$ cat src/rtl/ecpg_pkg.sv
// ----------------------------------------------------------------------------
// ecpg_pkg: shared types and constants
// Fixed-point widths, curve and register codes, exp2 coefficient table.
// ----------------------------------------------------------------------------
package ecpg_pkg;

  localparam int FRAC_BITS = 16;
  localparam int POS_BITS  = 10;
  localparam int EASE_BITS = FRAC_BITS + 1;
  localparam int STEP_BITS = 16;
  localparam int CURVE_BITS = 4;

  localparam logic [EASE_BITS-1:0] FIX_ONE  = EASE_BITS'(1) << FRAC_BITS;
  localparam logic [FRAC_BITS-1:0] FIX_HALF = FRAC_BITS'(1) << (FRAC_BITS - 1);

  typedef enum logic [1:0] {
    REG_START_POS  = 2'd0,
    REG_END_POS    = 2'd1,
    REG_PHASE_STEP = 2'd2,
    REG_UNUSED     = 2'd3
  } cfg_reg_t;

  typedef enum logic [CURVE_BITS-1:0] {
    CRV_LINEAR      = 4'd0,
    CRV_IN_QUAD     = 4'd1,
    CRV_OUT_QUAD    = 4'd2,
    CRV_INOUT_QUAD  = 4'd3,
    CRV_IN_CUBIC    = 4'd4,
    CRV_OUT_CUBIC   = 4'd5,
    CRV_INOUT_CUBIC = 4'd6,
    CRV_IN_QUART    = 4'd7,
    CRV_OUT_QUART   = 4'd8,
    CRV_IN_EXPO     = 4'd9,
    CRV_OUT_EXPO    = 4'd10,
    CRV_IN_QUINT    = 4'd11,
    CRV_OUT_QUINT   = 4'd12,
    CRV_INOUT_QUINT = 4'd13
  } curve_t;

  // configuration values handed from the front to the back
  typedef struct packed {
    logic [POS_BITS-1:0] start_pos;
    logic [POS_BITS-1:0] end_pos;
  } span_t;

  // integer square root, elaboration only
  function automatic logic [63:0] isqrt64(input logic [63:0] v);
    logic [63:0] r;
    logic [63:0] b;
    logic [63:0] vv;
    r  = '0;
    b  = 64'd1 << 62;
    vv = v;
    for (int i = 0; i < 32; i++) begin
      if (vv >= r + b) begin
        vv = vv - (r + b);
        r  = (r >> 1) + b;
      end else begin
        r = r >> 1;
      end
      b = b >> 2;
    end
    return r;
  endfunction

  // entry j holds 2^(-2^-(j+1)) in Q0.32
  function automatic logic [FRAC_BITS-1:0][31:0] build_coefs();
    logic [FRAC_BITS-1:0][31:0] tab;
    logic [63:0] c;
    c = 64'd1 << 31;
    for (int j = 0; j < FRAC_BITS; j++) begin
      c = isqrt64(c << 32);
      tab[j] = c[31:0];
    end
    return tab;
  endfunction

  localparam logic [FRAC_BITS-1:0][31:0] EXP_COEF = build_coefs();

endpackage

$ cat src/rtl/ecpg_queue.sv
// ----------------------------------------------------------------------------
// ecpg_queue: two-entry phase queue
// Decouples tick acceptance from curve evaluation.
// ----------------------------------------------------------------------------
module ecpg_queue (
  input  logic                          clk,
  input  logic                          rst,
  input  logic                          push,
  input  logic [ecpg_pkg::FRAC_BITS-1:0] push_data,
  input  logic                          pop,
  output logic [ecpg_pkg::FRAC_BITS-1:0] pop_data,
  output logic                          full,
  output logic                          empty
);

  logic [ecpg_pkg::FRAC_BITS-1:0] mem [2];
  logic       wr_ptr;
  logic       rd_ptr;
  logic [1:0] count;

  assign full     = (count == 2'd2);
  assign empty    = (count == 2'd0);
  assign pop_data = mem[rd_ptr];

  always_ff @(posedge clk) begin
    if (push) begin
      mem[wr_ptr] <= push_data;
    end
  end

  always_ff @(posedge clk) begin
    if (rst) begin
      wr_ptr <= 1'b0;
      rd_ptr <= 1'b0;
      count  <= 2'd0;
    end else begin
      if (push) wr_ptr <= ~wr_ptr;
      if (pop)  rd_ptr <= ~rd_ptr;
      case ({push, pop})
        2'b10:   count <= count + 2'd1;
        2'b01:   count <= count - 2'd1;
        default: count <= count;
      endcase
    end
  end

endmodule

$ cat src/rtl/ecpg_front.sv
// ----------------------------------------------------------------------------
// ecpg_front: tick intake and phase accumulator
// Holds the configuration registers, advances the phase, queues it.
// ----------------------------------------------------------------------------
module ecpg_front (
  input  logic                           clk,
  input  logic                           rst,
  input  logic                           in_valid,
  output logic                           in_ready,
  input  logic                           tick,
  input  logic                           cfg_valid,
  output logic                           cfg_ready,
  input  logic [1:0]                     cfg_index,
  input  logic [15:0]                    cfg_data,
  input  logic                           q_full,
  output logic                           q_push,
  output logic [ecpg_pkg::FRAC_BITS-1:0] q_data,
  output ecpg_pkg::span_t                span
);

  logic [ecpg_pkg::FRAC_BITS-1:0] phase;
  logic [ecpg_pkg::STEP_BITS-1:0] phase_step;
  logic [ecpg_pkg::FRAC_BITS:0]   sum;
  logic                           accept;

  assign cfg_ready = 1'b1;
  assign in_ready  = ~q_full;
  assign accept    = in_valid & in_ready;
  assign sum       = {1'b0, phase} + {1'b0, phase_step};
  assign q_data    = sum[ecpg_pkg::FRAC_BITS] ? '0 : sum[ecpg_pkg::FRAC_BITS-1:0];
  assign q_push    = accept & tick;

  always_ff @(posedge clk) begin
    if (rst) begin
      phase          <= '0;
      phase_step     <= 16'd328;
      span.start_pos <= 10'd10;
      span.end_pos   <= 10'd990;
    end else begin
      if (q_push) phase <= q_data;
      if (cfg_valid) begin
        case (ecpg_pkg::cfg_reg_t'(cfg_index))
          ecpg_pkg::REG_START_POS:  span.start_pos <= cfg_data[ecpg_pkg::POS_BITS-1:0];
          ecpg_pkg::REG_END_POS:    span.end_pos   <= cfg_data[ecpg_pkg::POS_BITS-1:0];
          ecpg_pkg::REG_PHASE_STEP: phase_step     <= cfg_data;
          default: ;
        endcase
      end
    end
  end

endmodule

$ cat src/rtl/ecpg_back.sv
// ----------------------------------------------------------------------------
// ecpg_back: curve evaluation sequencer
// Shared multiplier forms powers and exp2 terms, then emits fourteen words.
// ----------------------------------------------------------------------------
module ecpg_back (
  input  logic                            clk,
  input  logic                            rst,
  input  logic                            q_empty,
  input  logic [ecpg_pkg::FRAC_BITS-1:0]  q_data,
  output logic                            q_pop,
  input  ecpg_pkg::span_t                 span,
  output logic                            out_valid,
  input  logic                            out_ready,
  output logic [ecpg_pkg::CURVE_BITS-1:0] curve,
  output logic [ecpg_pkg::EASE_BITS-1:0]  eased,
  output logic [ecpg_pkg::POS_BITS-1:0]   position,
  output logic                            last
);

  typedef enum logic [6:0] {
    ST_IDLE   = 7'b0000001,
    ST_POW    = 7'b0000010,
    ST_EXP    = 7'b0000100,
    ST_EXPFIN = 7'b0001000,
    ST_SEL    = 7'b0010000,
    ST_POS    = 7'b0100000,
    ST_HOLD   = 7'b1000000
  } state_t;

  localparam int EB = ecpg_pkg::EASE_BITS;

  state_t state;
  logic [ecpg_pkg::FRAC_BITS-1:0] t;
  logic [EB-1:0]  u;
  logic [EB-1:0]  pw [8];
  logic [EB-1:0]  ex [2];
  logic [2:0]     step;
  logic [3:0]     kidx;
  logic           which;
  logic [19:0]    y;
  logic [31:0]    acc;
  logic           acc_one;
  logic [3:0]     idx;
  logic [EB-1:0]  eased_r;
  logic signed [29:0] pacc;

  logic [31:0] mul_a, mul_b;
  logic [63:0] mul_p;
  logic [EB-1:0] base, prev;
  logic [63:0] pow_rnd, exp_rnd;
  logic [32:0] acc33;
  logic [4:0]  shamt;
  logic [33:0] exp_val;
  logic [20:0] y_next;
  logic        lo;
  logic [20:0] raw;
  logic [EB-1:0] value;
  logic signed [10:0] diff;
  logic signed [29:0] pacc_next;

  function automatic logic [20:0] comp(input logic [20:0] x);
    return (x >= 21'(ecpg_pkg::FIX_ONE)) ? 21'd0 : 21'(ecpg_pkg::FIX_ONE) - x;
  endfunction

  // multiplier operand selection
  always_comb begin
    base  = step[2] ? u : {1'b0, t};
    prev  = (step[1:0] == 2'd0) ? base : pw[step - 3'd1];
    mul_a = '0;
    mul_b = '0;
    if (state == ST_EXP) begin
      mul_a = acc;
      mul_b = ecpg_pkg::EXP_COEF[kidx];
    end else begin
      mul_a = 32'(prev);
      mul_b = 32'(base);
    end
  end

  assign mul_p   = mul_a * mul_b;
  assign pow_rnd = mul_p + 64'(ecpg_pkg::FIX_HALF);
  assign exp_rnd = mul_p + (64'd1 << 31);

  assign acc33   = acc_one ? 33'h1_0000_0000 : {1'b0, acc};
  assign shamt   = 5'(ecpg_pkg::FRAC_BITS) + {1'b0, y[19:16]};
  assign exp_val = ({1'b0, acc33} + (34'd1 << (shamt - 5'd1))) >> shamt;
  // 10*u for the first exp2 pass, 10*t loaded at its end for the second
  assign y_next  = (state == ST_EXPFIN) ? ({4'd0, t, 1'b0} + {2'd0, t, 3'd0})
                                        : ({3'd0, u, 1'b0} + {1'b0, u, 3'd0});

  // curve value select
  assign lo = (t < ecpg_pkg::FIX_HALF);
  always_comb begin
    case (ecpg_pkg::curve_t'(idx))
      ecpg_pkg::CRV_LINEAR:      raw = 21'(t);
      ecpg_pkg::CRV_IN_QUAD:     raw = 21'(pw[0]);
      ecpg_pkg::CRV_OUT_QUAD:    raw = comp(21'(pw[4]));
      ecpg_pkg::CRV_INOUT_QUAD:  raw = lo ? 21'(pw[0]) << 1 : comp(21'(pw[4]) << 1);
      ecpg_pkg::CRV_IN_CUBIC:    raw = 21'(pw[1]);
      ecpg_pkg::CRV_OUT_CUBIC:   raw = comp(21'(pw[5]));
      ecpg_pkg::CRV_INOUT_CUBIC: raw = lo ? 21'(pw[1]) << 2 : comp(21'(pw[5]) << 2);
      ecpg_pkg::CRV_IN_QUART:    raw = 21'(pw[2]);
      ecpg_pkg::CRV_OUT_QUART:   raw = comp(21'(pw[6]));
      ecpg_pkg::CRV_IN_EXPO:     raw = (t == '0) ? 21'd0 : 21'(ex[0]);
      ecpg_pkg::CRV_OUT_EXPO:    raw = comp(21'(ex[1]));
      ecpg_pkg::CRV_IN_QUINT:    raw = 21'(pw[3]);
      ecpg_pkg::CRV_OUT_QUINT:   raw = comp(21'(pw[7]));
      ecpg_pkg::CRV_INOUT_QUINT: raw = lo ? 21'(pw[3]) << 4 : comp(21'(pw[7]) << 4);
      default:                   raw = 21'd0;
    endcase
    value = (raw > 21'(ecpg_pkg::FIX_ONE)) ? ecpg_pkg::FIX_ONE : raw[EB-1:0];
  end

  assign diff = $signed({1'b0, span.end_pos}) - $signed({1'b0, span.start_pos});
  assign pacc_next = $signed({4'd0, span.start_pos, 16'd0})
                   + 30'($signed({1'b0, eased_r})) * 30'(diff)
                   + $signed(30'(ecpg_pkg::FIX_HALF));

  assign q_pop = (state == ST_IDLE) & ~q_empty;

  always_ff @(posedge clk) begin
    case (state)
      ST_IDLE: begin
        t <= q_data;
        u <= ecpg_pkg::FIX_ONE - {1'b0, q_data};
      end
      ST_POW: pw[step] <= pow_rnd[ecpg_pkg::FRAC_BITS +: EB];
      ST_EXPFIN: ex[which] <= exp_val[EB-1:0];
      ST_SEL: eased_r <= value;
      ST_POS: pacc <= pacc_next;
      default: ;
    endcase
    if (state == ST_EXP && y[15 - kidx]) begin
      acc <= acc_one ? ecpg_pkg::EXP_COEF[kidx] : exp_rnd[63:32];
    end
    if ((state == ST_POW && step == 3'd7) || state == ST_EXPFIN) begin
      y <= y_next[19:0];
    end
    if (state == ST_POS) begin
      curve <= idx;
      eased <= eased_r;
      last  <= (idx == ecpg_pkg::CRV_INOUT_QUINT);
    end
    if (state == ST_HOLD && !out_valid) begin
      if (pacc < 0) begin
        position <= '0;
      end else if (pacc[29:16] > 14'(2**ecpg_pkg::POS_BITS - 1)) begin
        position <= '1;
      end else begin
        position <= pacc[16 +: ecpg_pkg::POS_BITS];
      end
    end
  end

  always_ff @(posedge clk) begin
    if (rst) begin
      state     <= ST_IDLE;
      step      <= '0;
      kidx      <= '0;
      which     <= 1'b0;
      acc_one   <= 1'b1;
      idx       <= '0;
      out_valid <= 1'b0;
    end else begin
      case (state)
        ST_IDLE: begin
          if (!q_empty) begin
            step  <= '0;
            which <= 1'b0;
            state <= ST_POW;
          end
        end
        ST_POW: begin
          step <= step + 3'd1;
          if (step == 3'd7) begin
            kidx    <= '0;
            acc_one <= 1'b1;
            state   <= ST_EXP;
          end
        end
        ST_EXP: begin
          if (y[15 - kidx]) acc_one <= 1'b0;
          kidx <= kidx + 4'd1;
          if (kidx == 4'd15) state <= ST_EXPFIN;
        end
        ST_EXPFIN: begin
          kidx    <= '0;
          acc_one <= 1'b1;
          which   <= 1'b1;
          if (which) begin
            idx   <= '0;
            state <= ST_SEL;
          end else begin
            state <= ST_EXP;
          end
        end
        ST_SEL: state <= ST_POS;
        ST_POS: state <= ST_HOLD;
        ST_HOLD: begin
          if (!out_valid) begin
            out_valid <= 1'b1;
          end else if (out_ready) begin
            out_valid <= 1'b0;
            idx       <= idx + 4'd1;
            state     <= (idx == ecpg_pkg::CRV_INOUT_QUINT) ? ST_IDLE : ST_SEL;
          end
        end
        default: state <= ST_IDLE;
      endcase
    end
  end

endmodule

$ cat src/rtl/easing_curve_position_generator_top.sv
// ----------------------------------------------------------------------------
// easing_curve_position_generator_top: easing curve position generator
// Per tick advances a Q0.16 phase and emits fourteen eased positions.
// ----------------------------------------------------------------------------
// sequencing: the shared multiplier forms 8 powers, then two 16-step exp2
//   passes; each word then goes through select, position and hold states
//   and waits for a ready consumer; the next tick is started only after
//   the last word, with up to two more ticks held in the queue
// reset: synchronous, clears phase, queue and sequencer; registers return to
//   start 10, end 990, step 328
module easing_curve_position_generator_top (
  input  logic        clk,
  input  logic        rst,
  // tick channel
  input  logic        in_valid,
  output logic        in_ready,
  input  logic        tick,
  // configuration writes
  input  logic        cfg_valid,
  output logic        cfg_ready,
  input  logic [1:0]  cfg_index,
  input  logic [15:0] cfg_data,
  // result words
  output logic        out_valid,
  input  logic        out_ready,
  output logic [3:0]  curve,
  output logic [16:0] eased,
  output logic [9:0]  position,
  output logic        last
);

  // phase queue between front and back
  logic                           q_push;
  logic                           q_pop;
  logic                           q_full;
  logic                           q_empty;
  logic [ecpg_pkg::FRAC_BITS-1:0] q_wdata;
  logic [ecpg_pkg::FRAC_BITS-1:0] q_rdata;
  ecpg_pkg::span_t                span;

  // front: takes ticks, keeps phase and the configuration registers
  ecpg_front u_front (
    .clk       (clk),
    .rst       (rst),
    .in_valid  (in_valid),
    .in_ready  (in_ready),
    .tick      (tick),
    .cfg_valid (cfg_valid),
    .cfg_ready (cfg_ready),
    .cfg_index (cfg_index),
    .cfg_data  (cfg_data),
    .q_full    (q_full),
    .q_push    (q_push),
    .q_data    (q_wdata),
    .span      (span)
  );

  // short queue so ticks can be taken while curves are still being sent
  ecpg_queue u_queue (
    .clk       (clk),
    .rst       (rst),
    .push      (q_push),
    .push_data (q_wdata),
    .pop       (q_pop),
    .pop_data  (q_rdata),
    .full      (q_full),
    .empty     (q_empty)
  );

  // back: evaluates the curves and drives the result words
  ecpg_back u_back (
    .clk       (clk),
    .rst       (rst),
    .q_empty   (q_empty),
    .q_data    (q_rdata),
    .q_pop     (q_pop),
    .span      (span),
    .out_valid (out_valid),
    .out_ready (out_ready),
    .curve     (curve),
    .eased     (eased),
    .position  (position),
    .last      (last)
  );

endmodule

$ cat config.mk
export PLATFORM = sky130hd
export DESIGN_NAME = easing_curve_position_generator_top
export DESIGN_NICKNAME = d
export VERILOG_FILES = /design/src/rtl/ecpg_pkg.sv /design/src/rtl/ecpg_queue.sv /design/src/rtl/ecpg_front.sv /design/src/rtl/ecpg_back.sv /design/src/rtl/easing_curve_position_generator_top.sv
export SDC_FILE = /design/constraint.sdc
export NUM_CORES = 2
export LEC_CHECK = 0
export ABC_AREA = 1
export ABC_CLOCK_PERIOD_IN_PS = 23900
export BUFFER_PORTS_ARGS = -buffer_cell sky130_fd_sc_hd__buf_4
export CAP_MARGIN = 20
export CORE_ASPECT_RATIO = 1.4
export CORE_MARGIN = 5
export CORE_UTILIZATION = 60
export CTS_CLUSTER_DIAMETER = 100
export DETAILED_ROUTE_END_ITERATION = 12
export PLACE_DENSITY = 0.87
export SLEW_MARGIN = 20
export SYNTH_ARGS = -nofsm -noshare
export SYNTH_HDL_FRONTEND = slang
export SYNTH_SLANG_ARGS = --single-unit
$ cat constraint.sdc
create_clock -name clk -period 23.9 [get_ports clk]
set_input_delay 3.585 -clock clk [delete_from_list [all_inputs] [get_ports clk]]
set_output_delay 3.585 -clock clk [all_outputs]
set_load 0.02 [all_outputs]
# After elaboration in Yosys (flattened, before gate mapping)
# Memories as Yosys holds them, arrays and structs flattened. A register that Yosys moved wholly into a read port is not among the register bits.
# Index checks and enable logic that the tools add are counted.
word_totals:
  out_inout_bits: 35
  wordCells: 197
  ramBits: 202
  ff_bits: 241
  in_bits: 24
  memories: 4
  rom_bits: 512
op_classes:
  n_addsub: 27
  eq_ne: 34
  n_mux: 59
  reduce_logical: 24
  n_shift: 2
  n_mul: 2
  n_lt_le_gt_ge: 14
  bitwise_logic: 7
mem_list:
  columns: ["name", "words", "word_bits", "read_ports", "rd_ports_with_merged_regs", "write_ports", "line_no", "text"]
  rows:
  - ["(no name shown)", 16, 32, 1, 1, 0, "ecpg_back.sv:73", "mul_b = ecpg_pkg::EXP_COEF[kidx];"]
  - ["u_back.pw", 8, 17, 9, 0, 1, "ecpg_back.sv:35", "logic [EB-1:0] pw [8];"]
  - ["u_back.ex", 2, 17, 2, 0, 1, "ecpg_back.sv:36", "logic [EB-1:0] ex [2];"]
  - ["u_queue.mem", 2, 16, 1, 1, 1, "ecpg_queue.sv:16", "logic [ecpg_pkg::FRAC_BITS-1:0] mem [2];"]
op_table:
  columns: ["operator", "count"]
  rows:
  - ["$pmux 21 s14", 1]
  - ["$mux 21", 11]
  - ["$mux 32", 4]
  - ["$sub 17x17->18 const A", 5]
  - ["$ge 17x17->1 const B", 5]
  - ["$add 64x32->64 const B", 1]
  - ["$mul 32x32->64", 1]
  - ["$mux 17", 3]
  - ["$pmux 7 s7", 1]
  - ["$mux 7", 5]
  - ["$add 33x34->34", 1]
  - ["$shl 1x5->34 const A", 1]
  - ["$shr 34x5->17", 1]
  - ["$add 33x16->33 const B", 1]
  - ["$mux 33", 1]
  - ["$lt 32x6->1 const B", 1]
  - ["$add 27x30->30", 1]
  - ["$add 30x17->30 const B", 1]
  - ["$lt 30x1->1 const B", 1]
  - ["$mul 18x11->29", 1]
  - ["$eq 4x4->1 const B", 7]
  - ["$mux 4", 6]
  - ["$ge 21x17->1 const B", 1]
  - ["$gt 21x17->1 const B", 1]
  - ["63 further kinds", 107]

# Longest topological paths before layout
# An unclocked memory read counts as a cell.
depth:
  depth_word: 7
  depth_mapped: 58
  depth_no_buf: 50

# Modules after synthesis
# Synthesis repeated with hierarchy kept, for this count alone.
unflattened:
  cells_unflattened: 8261
  area_unflattened_um2: 66701.5
modules_own_cells:
  columns: ["module", "instances", "cells_per_inst", "area_per_inst_um2", "seq_area_each_um2"]
  rows:
  - ["ecpg_back", 1, 7727, 62331.0, 10530.1]
  - ["ecpg_front", 1, 451, 2935.3, 1041.0]
  - ["ecpg_queue", 1, 83, 1435.1, 1061.0]

# Worst setup path after synthesis
# Ideal clock, no wire load.
synth_timing:
  path_kind: "register to register"
  from: "register u_back.step[0]"
  to: "register u_back.acc[11], data pin"
  setup_ns: 0.268
  period_less_slack_ns: 10.173
  t_required_ns: 23.632
  path_buffers: 8
  path_stages_with_launch: 50
  arrival_time_ns: 9.905
  slack_ns: 13.727
  path_cell_list: "dfxtp_1 -> buf_2 -> inv_2 -> buf_2 -> clkbuf_1 -> buf_1 -> ha_1 -> buf_2 -> inv_1 -> clkbuf_1 -> buf_1 -> o211ai_1 -> nand3_1 -> o2111ai_1 -> o21ai_1 -> clkbuf_1 -> nor2_1 -> fa_1 -> (+14 left out) -> a21oi_1 -> inv_1 -> a21oi_1 -> inv_1 -> a21oi_1 -> o21ai_0 -> inv_1 -> nand2_2 -> xnor2_2 -> inv_2 -> ha_1 -> nand3_2 -> nor2_4 -> nand3_1 -> nor2_1 -> or2_2 -> nand3_1 -> o21ai_0"
synth_via:
  elab_chain_cells: 7
  word_cells_on_any_way: 8
  classes_between: "add/sub (2); mul (1); mux (3); reduce/logical (1); memory (1)"
synth_lines:
  columns: ["element", "line_no", "text"]
  rows:
  - ["start, declared", "ecpg_back.sv:37", "logic [2:0] step;"]
  - ["start signal, assigned", "ecpg_back.sv:174", "step <= step + 3'd1;"]
  - ["$sub 3x1->3", "ecpg_back.sv:68", "prev = (step[1:0] == 2'd0) ? base : pw[step - 3'd1];"]
  - ["$mem_v2 8x17", null, null]
  - ["$mux 17 (*)", "ecpg_back.sv:68", null]
  - ["$mux 32 (*)", "ecpg_back.sv:71", "if (state == ST_EXP) begin"]
  - ["$mul 32x32->64 (*)", "ecpg_back.sv:80", "assign mul_p = mul_a * mul_b;"]
  - ["$add 64x32->64 (*)", "ecpg_back.sv:82", "assign exp_rnd = mul_p + (64'd1 << 31);"]
  - ["$mux 32 (*)", "ecpg_back.sv:134", "acc <= acc_one ? ecpg_pkg::EXP_COEF[kidx] : exp_rnd[63:32];"]
  - ["end signal, assigned", "ecpg_back.sv:134", null]
  - ["end, declared", "ecpg_back.sv:41", "logic [31:0] acc;"]
# Every way passes the cells marked *; elsewhere a longest branch is shown, timed or not.
# A chain may end at the register's enable or synchronous reset.

# Worst setup path in the final report
# Ends and elaborated chain as after synthesis.

==> out/results.ini <==
[floorplan]
dieWidth_um = 292.3
num_rows = 145
core_sq_um = 111200
dieArea_sq_um = 118500
io_pins = 59
dieHeight_um = 405.2
start_util_pct = 60.20

[routing]
vias = 60760
wl_met2_um = 131500
drc = 2
routedWlPerCell_um = 28.75
vias_per_cell = 6.183
first_pass_iters = 12
dr_wl_met3_um = 25850
drtIter0Drc = 6140
top_layer = met5
antenna_left = 0
wl_met1_um = 80300
wl_um = 282500

[global_route]
grt_usage_pct = 47.56
grt_remaining_overflow = 0
grt_first_pass_wirelength_um = 411300
antenna_found_initial = 7
grt_pass1_vias = 65200
grt_max_degree = 82

[timing]
final_hold_viol_count = 0
tightest_slew_ps = 1311
setup_ws_ps = 12050
finalMaxSlewViolations = 0
fmax_mhz = 84.39
fin_skew_ps = 68.03
period_needed_ps = 11850
setup_viol = 0
rsz0062_at_grt = no
fin_crit_sh_pct = 49.58
slew_headroom_pct = 12.40
tns_ps = 0

[worst_hold_path]
whs_path_depth = 2
min_path_type = flip-flop to flip-flop

[synthesis]
ys.flop_type = edfxtp_1
async_flop_share_pct = 0
yosys-top-cells-count = inv_1, nand2_1, nor2_1
synth-seq-cells = 457
synth_area_sq_um = 66950
synth-edff-count = 348
seq_area_frac_synth_pct = 18.87
synth_warnings = 0
syn_inst = 8321
syn_avg_cell_area_sq_um = 8.046
synth.distinct_cells = 69
post-synth-top-count-cell = inv_1
yosysTopAreaCell = fa_1
netlist.area_leader.share_pct = 30.89
synth.area.top_cells = fa_1, edfxtp_1, inv_1

[clock_tree]
root_buffer = clkbuf_16
cts_buffer_depth = 3
cts_setup_buffers = 0
path_clk_slew_ps = 70
cts_hold_buf = 0
cts_buffers = 49
clock_sinks = 457
worstSkewPairLatency_ps = 690
cts_max_level = 2
cts_resized = 0
cts_tree = yes

[place]
hpwlAfterDp_um = 229700
portBuffers = 57
gp_congestion = 1.083
pre_cts_slack_ps = 12320

[setup_path]
critPathMaxFanout = 81
crit_path_end_kind = flip-flop
worst_setup_path_start_kind = flip-flop
r2r_cells = 47
slowest_stage = fa_1
path_common_cell = inv_1
arrival_ps = 12210
cpPeakStageDelay_ps = 610
crit_type = flip-flop to flip-flop
worst_ep_required_time_ps = 24260

[status]
status = finished with violations
violations = design-rule violations

[run]
timing.max_cap.violations = 0

[finish]
multi_input_area_sq_um = 46850
nFillCells = 9225
syn2layout_area_growth_pct = 6.149
register_area_sq_um = 12630
drive_gt1_share_pct = 4.921
nets = 9837

[logic make-up after synthesis]
kind of cell	after synthesis	synth area share, %
other	2	0.01122
AND/OR/NAND/NOR	3209	19.69
multiplexers	8	0.1196
adder cells (fa/ha/maj)	1501	39.64
flip-flops	457	18.87
buffers and inverters	2028	11.45
XOR/XNOR	153	2.153
AO/OA/AOI/OAI	963	8.064
[placed cells by master, fill, tap and decap left out, drive strengths merged, types with 25 or more instances in the layout]
cell type and n:
nand3 303, a21oi 348, inv 1764, ha 468, nor2 1178, xor2 111, nor3 73, nand4 53
nor4 25, dfxtp 109, nand2 1516, o21ai 379, o22ai 47, clkbuf 58, fa 1033, a31oi 35
clkinv 46, buf 167, xnor2 42, or2 35, edfxtp 348
[layer usage]
metal / up-vias / global-route usage (%)
li1: 25670 / -
met1: 28970 / 44.90
met2: 4223 / 78.54
met3: 1895 / 11.46
met4: 4 / 55.22
met5: - / 0
[stage by stage]
step	hold WS [ps]	util (%)	instances	instance area, sq um
finish	488.6	63.90	9827	71060
global route	493.8	63.89	9822	71050
CTS	482.9	63.86	9821	71020
detailed placement	462.4	62.29	9730	69270
global placement	436.2	62.29	9730	69270
floorplan	424.4	-	8335	67000
[flip-flops by register name (all words and copies together), names as in the netlist, 14 cells and up, named ones only]
| signal | flops |
|---|---|
| u_back.acc | 32 |
| u_back.ex | 34 |
| u_front.phase_step | 16 |
| u_front.span | 20 |
| u_back.eased_r | 17 |
| u_back.u | 17 |
| u_back.eased | 17 |
| u_back.t | 15 |
| u_queue.mem | 32 |
| u_back.pw | 136 |
| u_front.phase | 16 |
| u_back.pacc | 14 |
| u_back.y | 19 |
[worst paths after layout]
kind / slack, ps / start / to
worst max register to register: 12050 / u_back.step[0] / u_back.acc[11]
worst max-delay path: 12050 / u_back.step[0] / u_back.acc[11]
worst min-delay path: 490 / u_front.span[0] / u_front.span[0]
worst min register to register: 490 / u_front.span[0] / u_front.span[0]
[layout make-up]
type / instances / share of cell area, %
clock buffer: 57 / 1.842
timing repair buffer: 168 / 1.799
sequential: 457 / 17.78
antenna: 5 / 0.01761
clock inverter: 34 / 0.6198
inverter: 1786 / 9.434
tap: 1470 / 2.588
multi-input combinational: 5850 / 65.92
[worst max-delay path, delay by kind of cell, from the launching register on]
family | cells | cell delay, ps
fa+ha+maj | 11 | 5080
buf+inv | 17 | 2540
compound gates | 9 | 1700
simple gates | 9 | 1290
xor+xnor | 1 | 530
flops | 1 | 310
Power is left out: the tool's default activity adds up to more than one toggle a clock period on the data nets, which glitch-free logic cannot reach.
